**src/sv/btrq_pkg.sv**
```systemverilog
`timescale 1ns / 1ps
`default_nettype none

package btrq_pkg;

    // The slot field is five bits wide, so no more than this many slots can be named.
    localparam int SLOT_REACH    = 32;
    localparam int DEF_NUM_SLOTS = 32;
    localparam int SLOT_W        = 5;
    localparam int COORD_W       = 16;
    localparam int QUEUE_DEPTH   = 2;

    typedef enum logic [1:0] {
        MODE_INSERT = 2'd0,
        MODE_REMOVE = 2'd1,
        MODE_QOVER  = 2'd2,
        MODE_QIN    = 2'd3
    } t_mode;

    typedef enum logic [1:0] {
        ST_OK    = 2'd0,
        ST_USED  = 2'd1,
        ST_EMPTY = 2'd2
    } t_status;

    typedef struct packed {
        logic signed [COORD_W-1:0] min_x;
        logic signed [COORD_W-1:0] min_y;
        logic signed [COORD_W-1:0] min_z;
        logic signed [COORD_W-1:0] max_x;
        logic signed [COORD_W-1:0] max_y;
        logic signed [COORD_W-1:0] max_z;
    } t_box;

    typedef struct packed {
        t_mode             mode;
        logic [SLOT_W-1:0] slot;
        logic              in_range;
        t_box              box;
    } t_cmd;

endpackage

`default_nettype wire

```
**src/sv/box_table_range_query.sv**
```systemverilog
// Insert and remove: one result each, registered in the command queue, then the output register;
// one item per clock when not stalled. Queries: the scan reads one stored box per cycle, while
// the output is not stalled, from the single read port of the box memory; results stream out.
// A two-entry command queue lets new items be taken while a scan is running.
// Synchronous active-low reset empties the table and the queue; box contents are kept.
`timescale 1ns / 1ps
`default_nettype none

module box_table_range_query #(
    parameter int NUM_SLOTS = btrq_pkg::DEF_NUM_SLOTS
) (
    input  logic                         i_clk,
    input  logic                         i_rst_n,
    input  logic                         i_valid,
    output logic                         o_stall,
    input  logic [1:0]                   i_mode,
    input  logic [btrq_pkg::SLOT_W-1:0]  i_slot,
    input  logic signed [15:0]           i_box_min_x,
    input  logic signed [15:0]           i_box_min_y,
    input  logic signed [15:0]           i_box_min_z,
    input  logic signed [15:0]           i_box_max_x,
    input  logic signed [15:0]           i_box_max_y,
    input  logic signed [15:0]           i_box_max_z,
    output logic                         o_valid,
    input  logic                         i_stall,
    output logic [1:0]                   o_status,
    output logic                         o_hit,
    output logic [btrq_pkg::SLOT_W-1:0]  o_match_slot,
    output logic                         o_last
);

    btrq_pkg::t_box  in_box;
    btrq_pkg::t_cmd  cmd;
    logic            cmd_valid;
    logic            cmd_pop;

    always_comb begin
        in_box.min_x = i_box_min_x;
        in_box.min_y = i_box_min_y;
        in_box.min_z = i_box_min_z;
        in_box.max_x = i_box_max_x;
        in_box.max_y = i_box_max_y;
        in_box.max_z = i_box_max_z;
    end

    btrq_front #(
        .NUM_SLOTS (NUM_SLOTS)
    ) u_front (
        .i_clk       (i_clk),
        .i_rst_n     (i_rst_n),
        .i_valid     (i_valid),
        .o_stall     (o_stall),
        .i_mode      (i_mode),
        .i_slot      (i_slot),
        .i_box       (in_box),
        .o_cmd_valid (cmd_valid),
        .o_cmd       (cmd),
        .i_cmd_pop   (cmd_pop)
    );

    btrq_back #(
        .NUM_SLOTS (NUM_SLOTS)
    ) u_back (
        .i_clk        (i_clk),
        .i_rst_n      (i_rst_n),
        .i_cmd_valid  (cmd_valid),
        .i_cmd        (cmd),
        .o_cmd_pop    (cmd_pop),
        .o_valid      (o_valid),
        .i_stall      (i_stall),
        .o_status     (o_status),
        .o_hit        (o_hit),
        .o_match_slot (o_match_slot),
        .o_last       (o_last)
    );

endmodule

`default_nettype wire

```
**src/sv/btrq_front.sv**
```systemverilog
`timescale 1ns / 1ps
`default_nettype none

module btrq_front #(
    parameter int NUM_SLOTS = btrq_pkg::DEF_NUM_SLOTS
) (
    input  logic                         i_clk,
    input  logic                         i_rst_n,
    input  logic                         i_valid,
    output logic                         o_stall,
    input  logic [1:0]                   i_mode,
    input  logic [btrq_pkg::SLOT_W-1:0]  i_slot,
    input  btrq_pkg::t_box               i_box,
    output logic                         o_cmd_valid,
    output btrq_pkg::t_cmd               o_cmd,
    input  logic                         i_cmd_pop
);

    localparam int EFF_SLOTS = (NUM_SLOTS < btrq_pkg::SLOT_REACH) ?
                               NUM_SLOTS : btrq_pkg::SLOT_REACH;
    localparam int DEPTH = btrq_pkg::QUEUE_DEPTH;
    localparam int PTR_W = (DEPTH > 1) ? $clog2(DEPTH) : 1;
    localparam int CNT_W = $clog2(DEPTH + 1);

    btrq_pkg::t_cmd     r_queue [DEPTH];
    logic [PTR_W-1:0]   r_wr_ptr, n_wr_ptr;
    logic [PTR_W-1:0]   r_rd_ptr, n_rd_ptr;
    logic [CNT_W-1:0]   r_count,  n_count;
    btrq_pkg::t_cmd     new_cmd;
    logic               push;
    logic               pop;
    logic               full;

    always_comb begin
        new_cmd.mode     = btrq_pkg::t_mode'(i_mode);
        new_cmd.slot     = i_slot;
        new_cmd.in_range = ({1'b0, i_slot} < (btrq_pkg::SLOT_W + 1)'(EFF_SLOTS));
        new_cmd.box      = i_box;
    end

    assign full        = (r_count == CNT_W'(DEPTH));
    assign o_stall     = full;
    assign push        = i_valid && !full;
    assign pop         = i_cmd_pop && (r_count != '0);
    assign o_cmd_valid = (r_count != '0);
    assign o_cmd       = r_queue[r_rd_ptr];

    always_comb begin
        n_wr_ptr = r_wr_ptr;
        n_rd_ptr = r_rd_ptr;
        n_count  = r_count;
        if (push) begin
            n_wr_ptr = (r_wr_ptr == PTR_W'(DEPTH - 1)) ? '0 : r_wr_ptr + 1'b1;
        end
        if (pop) begin
            n_rd_ptr = (r_rd_ptr == PTR_W'(DEPTH - 1)) ? '0 : r_rd_ptr + 1'b1;
        end
        if (push && !pop) begin
            n_count = r_count + 1'b1;
        end else if (pop && !push) begin
            n_count = r_count - 1'b1;
        end
    end

    always_ff @(posedge i_clk) begin
        if (!i_rst_n) begin
            r_wr_ptr <= '0;
            r_rd_ptr <= '0;
            r_count  <= '0;
        end else begin
            r_wr_ptr <= n_wr_ptr;
            r_rd_ptr <= n_rd_ptr;
            r_count  <= n_count;
        end
    end

    always_ff @(posedge i_clk) begin
        if (push) begin
            r_queue[r_wr_ptr] <= new_cmd;
        end
    end

endmodule

`default_nettype wire

```
**src/sv/btrq_back.sv**
```systemverilog
`timescale 1ns / 1ps
`default_nettype none

module btrq_back #(
    parameter int NUM_SLOTS = btrq_pkg::DEF_NUM_SLOTS
) (
    input  logic                         i_clk,
    input  logic                         i_rst_n,
    input  logic                         i_cmd_valid,
    input  btrq_pkg::t_cmd               i_cmd,
    output logic                         o_cmd_pop,
    output logic                         o_valid,
    input  logic                         i_stall,
    output logic [1:0]                   o_status,
    output logic                         o_hit,
    output logic [btrq_pkg::SLOT_W-1:0]  o_match_slot,
    output logic                         o_last
);

    localparam int EFF_SLOTS = (NUM_SLOTS < btrq_pkg::SLOT_REACH) ?
                               NUM_SLOTS : btrq_pkg::SLOT_REACH;
    localparam int IDX_W = $clog2(EFF_SLOTS);
    localparam logic [IDX_W-1:0] LAST_IDX = IDX_W'(EFF_SLOTS - 1);

    typedef enum logic [2:0] {
        S_IDLE  = 3'b001,
        S_SCAN  = 3'b010,
        S_FLUSH = 3'b100
    } t_state;

    t_state                        r_state, n_state;
    logic [EFF_SLOTS-1:0]          r_slot_valid, n_slot_valid;
    logic [IDX_W-1:0]              r_scan_idx, n_scan_idx;
    logic                          r_issue_done, n_issue_done;
    logic                          r_s1_valid, n_s1_valid;
    logic [IDX_W-1:0]              r_s1_idx, n_s1_idx;
    logic                          r_pend_valid, n_pend_valid;
    logic [IDX_W-1:0]              r_pend_idx, n_pend_idx;
    btrq_pkg::t_box                r_query, n_query;
    logic                          r_q_inside, n_q_inside;
    logic                          r_out_valid, n_out_valid;
    btrq_pkg::t_status             r_status, n_status;
    logic                          r_hit, n_hit;
    logic [btrq_pkg::SLOT_W-1:0]   r_mslot, n_mslot;
    logic                          r_last, n_last;

    btrq_pkg::t_box                box_mem [EFF_SLOTS];
    btrq_pkg::t_box                r_rd_box;
    logic                          mem_we;
    logic                          rd_en;
    logic [IDX_W-1:0]              cmd_idx;
    logic                          adv;
    logic                          ovl;
    logic                          ins;
    logic                          cmp_match;

    // The whole back end moves only when the output register is free to load.
    assign adv     = !r_out_valid || !i_stall;
    assign cmd_idx = i_cmd.slot[IDX_W-1:0];

    always_comb begin
        ovl = ($signed(r_rd_box.min_x) <= $signed(r_query.max_x)) &&
              ($signed(r_rd_box.max_x) >= $signed(r_query.min_x)) &&
              ($signed(r_rd_box.min_y) <= $signed(r_query.max_y)) &&
              ($signed(r_rd_box.max_y) >= $signed(r_query.min_y)) &&
              ($signed(r_rd_box.min_z) <= $signed(r_query.max_z)) &&
              ($signed(r_rd_box.max_z) >= $signed(r_query.min_z));
        ins = ($signed(r_rd_box.min_x) >= $signed(r_query.min_x)) &&
              ($signed(r_rd_box.max_x) <= $signed(r_query.max_x)) &&
              ($signed(r_rd_box.min_y) >= $signed(r_query.min_y)) &&
              ($signed(r_rd_box.max_y) <= $signed(r_query.max_y)) &&
              ($signed(r_rd_box.min_z) >= $signed(r_query.min_z)) &&
              ($signed(r_rd_box.max_z) <= $signed(r_query.max_z));
        cmp_match = r_s1_valid && r_slot_valid[r_s1_idx] && (r_q_inside ? ins : ovl);
    end

    always_comb begin
        n_state      = r_state;
        n_slot_valid = r_slot_valid;
        n_scan_idx   = r_scan_idx;
        n_issue_done = r_issue_done;
        n_s1_valid   = r_s1_valid;
        n_s1_idx     = r_s1_idx;
        n_pend_valid = r_pend_valid;
        n_pend_idx   = r_pend_idx;
        n_query      = r_query;
        n_q_inside   = r_q_inside;
        n_out_valid  = r_out_valid && i_stall;
        n_status     = r_status;
        n_hit        = r_hit;
        n_mslot      = r_mslot;
        n_last       = r_last;
        o_cmd_pop    = 1'b0;
        mem_we       = 1'b0;
        rd_en        = 1'b0;
        if (adv) begin
            unique case (r_state)
                S_IDLE: begin
                    if (i_cmd_valid) begin
                        o_cmd_pop = 1'b1;
                        unique case (i_cmd.mode)
                            btrq_pkg::MODE_INSERT: begin
                                n_out_valid = 1'b1;
                                n_hit       = 1'b0;
                                n_mslot     = i_cmd.slot;
                                n_last      = 1'b1;
                                if (i_cmd.in_range && !r_slot_valid[cmd_idx]) begin
                                    n_slot_valid[cmd_idx] = 1'b1;
                                    mem_we                = 1'b1;
                                    n_status              = btrq_pkg::ST_OK;
                                end else begin
                                    n_status = btrq_pkg::ST_USED;
                                end
                            end
                            btrq_pkg::MODE_REMOVE: begin
                                n_out_valid = 1'b1;
                                n_hit       = 1'b0;
                                n_mslot     = i_cmd.slot;
                                n_last      = 1'b1;
                                if (i_cmd.in_range && r_slot_valid[cmd_idx]) begin
                                    n_slot_valid[cmd_idx] = 1'b0;
                                    n_status              = btrq_pkg::ST_OK;
                                end else begin
                                    n_status = btrq_pkg::ST_EMPTY;
                                end
                            end
                            btrq_pkg::MODE_QOVER, btrq_pkg::MODE_QIN: begin
                                n_query      = i_cmd.box;
                                n_q_inside   = (i_cmd.mode == btrq_pkg::MODE_QIN);
                                n_scan_idx   = '0;
                                n_issue_done = 1'b0;
                                n_s1_valid   = 1'b0;
                                n_pend_valid = 1'b0;
                                n_state      = S_SCAN;
                            end
                            default: begin
                                n_state = S_IDLE;
                            end
                        endcase
                    end
                end
                S_SCAN: begin
                    rd_en        = !r_issue_done;
                    n_s1_valid   = !r_issue_done;
                    n_s1_idx     = r_scan_idx;
                    n_scan_idx   = r_scan_idx + 1'b1;
                    n_issue_done = r_issue_done || (r_scan_idx == LAST_IDX);
                    // A match is held back until the next one shows up, so that
                    // the final match of the scan can carry the last flag.
                    if (cmp_match) begin
                        if (r_pend_valid) begin
                            n_out_valid = 1'b1;
                            n_status    = btrq_pkg::ST_OK;
                            n_hit       = 1'b1;
                            n_mslot     = btrq_pkg::SLOT_W'(r_pend_idx);
                            n_last      = 1'b0;
                        end
                        n_pend_valid = 1'b1;
                        n_pend_idx   = r_s1_idx;
                    end
                    if (r_s1_valid && (r_s1_idx == LAST_IDX)) begin
                        n_state = S_FLUSH;
                    end
                end
                S_FLUSH: begin
                    n_out_valid = 1'b1;
                    n_status    = btrq_pkg::ST_OK;
                    n_hit       = r_pend_valid;
                    n_mslot     = r_pend_valid ? btrq_pkg::SLOT_W'(r_pend_idx) : '0;
                    n_last      = 1'b1;
                    n_state     = S_IDLE;
                end
                default: begin
                    n_state = S_IDLE;
                end
            endcase
        end
    end

    always_ff @(posedge i_clk) begin
        if (!i_rst_n) begin
            r_state      <= S_IDLE;
            r_slot_valid <= '0;
            r_issue_done <= 1'b0;
            r_s1_valid   <= 1'b0;
            r_pend_valid <= 1'b0;
            r_out_valid  <= 1'b0;
        end else begin
            r_state      <= n_state;
            r_slot_valid <= n_slot_valid;
            r_issue_done <= n_issue_done;
            r_s1_valid   <= n_s1_valid;
            r_pend_valid <= n_pend_valid;
            r_out_valid  <= n_out_valid;
        end
    end

    always_ff @(posedge i_clk) begin
        r_scan_idx <= n_scan_idx;
        r_s1_idx   <= n_s1_idx;
        r_pend_idx <= n_pend_idx;
        r_query    <= n_query;
        r_q_inside <= n_q_inside;
        r_status   <= n_status;
        r_hit      <= n_hit;
        r_mslot    <= n_mslot;
        r_last     <= n_last;
    end

    always_ff @(posedge i_clk) begin
        if (mem_we) begin
            box_mem[cmd_idx] <= i_cmd.box;
        end
        if (rd_en) begin
            r_rd_box <= box_mem[r_scan_idx];
        end
    end

    assign o_valid      = r_out_valid;
    assign o_status     = r_status;
    assign o_hit        = r_hit;
    assign o_match_slot = r_mslot;
    assign o_last       = r_last;

endmodule

`default_nettype wire

```
**config.mk**
```make
export PLATFORM = sky130hd
export DESIGN_NAME = box_table_range_query
export DESIGN_NICKNAME = d
export VERILOG_FILES = /design/src/sv/btrq_pkg.sv /design/src/sv/box_table_range_query.sv /design/src/sv/btrq_front.sv /design/src/sv/btrq_back.sv
export SDC_FILE = /design/constraint.sdc
export NUM_CORES = 2
export LEC_CHECK = 0
export ABC_AREA = 0
export BUFFER_PORTS_ARGS = -buffer_cell sky130_fd_sc_hd__clkbuf_2
export CORE_MARGIN = 2
export CORE_UTILIZATION = 63
export DETAILED_ROUTE_END_ITERATION = 7
export MAX_ROUTING_LAYER = met4
export PLACE_DENSITY = 0.79
export SLEW_MARGIN = 20
export SYNTH_ARGS = -nofsm -noshare
export SYNTH_HDL_FRONTEND = slang
export SYNTH_SLANG_ARGS = --single-unit
```
**constraint.sdc**
```tcl
create_clock -name i_clk -period 10 [get_ports i_clk]
set_clock_uncertainty 0.1 [all_clocks]
set_input_delay 1 -clock i_clk [delete_from_list [all_inputs] [get_ports i_clk]]
set_output_delay 1 -clock i_clk [all_outputs]
set_load 0.02 [all_outputs]
```
==> results.cfg <==
[synthesis]
synthCells = 6690
ys_seq_area_share_pct = 76.77
synth.top_cell.area_share_pct = 76.13
synth_ff_type = edfxtp_1
ys_warn_count = 0
synth_top_family_by_area = multiplexers
syn-num-nets = 6992
netlist_top_cells_area = edfxtp_1 76%, mux4_2 9.9%, mux2i_1 3.4%
synthesis.area_sq_um = 137900
yosysTopAreaCell = edfxtp_1
ys_types = 72
synth_edf_count = 3495
syn_area_per_cell_sq_um = 20.61
synth-adder-area-share_pct = 1.770
synth_compound_area_share_pct = 4.248
async_flop_share_pct = 0
synth-xor-area-share_pct = 0.04447
muxShareOfSynthArea_pct = 14.21
synth_simple_gate_area_share_pct = 1.654
ys_seq_elements = 3539

[final_layout]
syn_to_final_growth_pct = 11.08
layout_commonest_cell = edfxtp_1
drive_above_1_share_pct = 20.93
fin_area_sq_um = 153100
instances_no_fill = 10097
finish.net_count = 7280
final_cell_mix = 3495 x edfxtp_1, 604 x mux4_2, 464 x mux2i_1
multiInputGateArea_sq_um = 30540
n_fill_cell = 12369
seqCellArea_sq_um = 105800

[grt]
grt_util_all_layers_pct = 34.09
use_met2_pct = 51.56
grt_max_degree = 121
use_met3_pct = 7.030
grt_overflow = 0
antenna_found_initial = 18
grt_pass1_wl_um = 520500
grt_util_met1_pct = 46.16
grt_pass1_vias = 72366
top_usage_layer = met2

[drt]
via_per_inst = 7.220
ant_nets = 0
drtIter0Drc = 10955
dr.pass1.iters = 8
vias = 72897
avgRoutedWirePerCell_um = 36.27
drc = 0
wirelength_um = 366300

[clocking]
cts.clk_slew.worst_paths_ns = 0.06
cts-buffers-inserted = 354
cts_tree = built
clkLatencyLatePin_ns = 0.99
cts_max_level = 5
cts_sinks = 3539
ctsHoldBuffers = 0
cts_setup_buffers = 0
postCtsResizedCells = 0
clk_path_buf_depth = 4
root_buffer = clkbuf_16

[critical_path]
crit_type = register to register
worstPathRequired_ns = 10.48
end_kind = register
reg2reg_depth = 8
crit_fanout = 42
critPathBufInv = 1
crit_path_cell_trace = mux2i_1 -> mux4_1 -> a22oi_1 -> and4_1 -> and3_1 -> nand2_1 -> nor2_4 -> buf_4
cp-start-kind = register
cpLargestDelayFamily = simple AND/OR/NAND/NOR gates
worst-path-stages = 8
worstPathArrival_ns = 6.87
slowest_delay_ns = 1.07
cpMaxStageDelayCell = nor2_4

[sta]
tightestPinTransition_ns = 1.190
period_share_pct = 63.93
fmax_ghz = 0.1564
max_slew_margin_pct = 20.65
period_needed_ns = 6.393
setup_violations = 0
final-hold-violation-count = 0
slew_viol_final = 0
final.setup.tns_ns = 0
rsz0062_at_grt = false

[pwr]
leakage_nw = 49.60
vdd_ir_drop_max_uv = 249.5
cellPowerDensity_nw_per_um2 = 265.7

[placed_design]
gp_congestion = 0.9088
dp_cells = 9476
io_buffers = 117
postPlaceCellArea_sq_um = 142300
hpwl_um = 198800

[outcome]
outcome = finished, final reports clean

[die]
core-area_sq_um = 217400
initial_core_util_pct = 63.42
die_height_um = 471.8
rows = 171
fp.dieW_um = 471.8
ios = 118
fp.dieArea_sq_um = 222600

[min_path]
hold_class = input port to register
hold_depth = 1

[flow_run]
maxCapViolCount = 0
-- area by class of cell --
| cell class | instances | share of cell area (%) |
|---|---|---|
| clock inverter | 191 | 1.024 |
| antenna | 11 | 0.01798 |
| sequential | 3539 | 69.12 |
| tap | 2854 | 2.332 |
| inverter | 109 | 0.2786 |
| clock buffer | 419 | 6.035 |
| multi-input combinational | 2710 | 19.94 |
| timing repair buffer | 264 | 1.249 |
-- Yosys cell counts, types with 25 or more instances --
library cell  number
nand2_1          234
o21ai_0           93
dfxtp_1           44
o22ai_1          134
edfxtp_1        3495
nor2_1            80
mux4_2           604
ha_1             195
o221ai_1         230
a32o_1            25
inv_1            107
mux2i_1          464
a21oi_1          196
mux2_2           102
nand4_1           39
o31ai_1           70
buf_1             76
clkbuf_1         172
buf_2             78
-- state kept, by name, indices dropped and copies added, names as in the netlist, named ones only --
signal and flops:
u_front.r_queue 206, u_back.box_mem 3072, u_back.r_state 3, u_back.r_issue_done 1
u_front.r_rd_ptr 1, u_back.r_s1_valid 1, u_back.o_hit 1, u_back.o_valid 1
u_front.r_wr_ptr 1, u_back.r_scan_idx 5, u_back.r_q_inside 1, u_front.r_count 2
u_back.o_last 1, u_back.r_rd_box 96, u_back.o_match_slot 5, u_back.r_query 96
u_back.r_pend_valid 1, u_back.o_status 2, u_back.r_s1_idx 5, u_back.r_pend_idx 5
-- power breakdown --
part / internal, mW / switching (mW)
clock network: 7.20 / 5.43
logic: 3.02 / 6.53
registers: 18.3 / 0.200
-- routing by layer --
layer  vias up  part of all wire, %
li1      28659                    -
met5         -                    0
met3       897                   12
met1     37533                   35
met4         0                  4.5
met2      5808                   48
-- through the flow --
step | util, % | power [mW] | setup WS (ns) | hold slack [ns]
finish | 70.44 | 40.69 | 3.607 | 0.09249
global route | 70.44 | 41.77 | 3.460 | 0.08409
CTS | 70.42 | 40.67 | 3.673 | 0.04397
detailed placement | 65.45 | 28.12 | 3.693 | 0.3650
global placement | 65.44 | 27.84 | 3.701 | 0.3574
floorplan | - | 24.57 | 2.962 | 0.3206
-- kinds of logic (layout without fill, tap and decap cells) --
| family | Yosys count | count (layout) |
|---|---|---|
| flops | 3539 | 3539 |
| mux | 1178 | 1178 |
| compound gates | 847 | 847 |
| simple gates | 483 | 483 |
| buf+inv | 441 | 983 |
| fa+ha+maj | 195 | 195 |
| xor+xnor | 7 | 7 |
| other cells | 0 | 11 |
-- path summary, 6_finish.rpt --
path / startpoint / to / slack (ns)
setup / recovery: register / u_back.box_mem[31][89] / 3.61
hold / removal: i_box_min_z[8] / u_front.r_queue[1][56] / 0.09
setup reg to reg: register / u_back.box_mem[31][89] / 3.61
hold reg to reg: u_back.r_s1_idx[4] / u_back.r_pend_idx[4] / 0.38
Power figures use the tool's default switching activity.
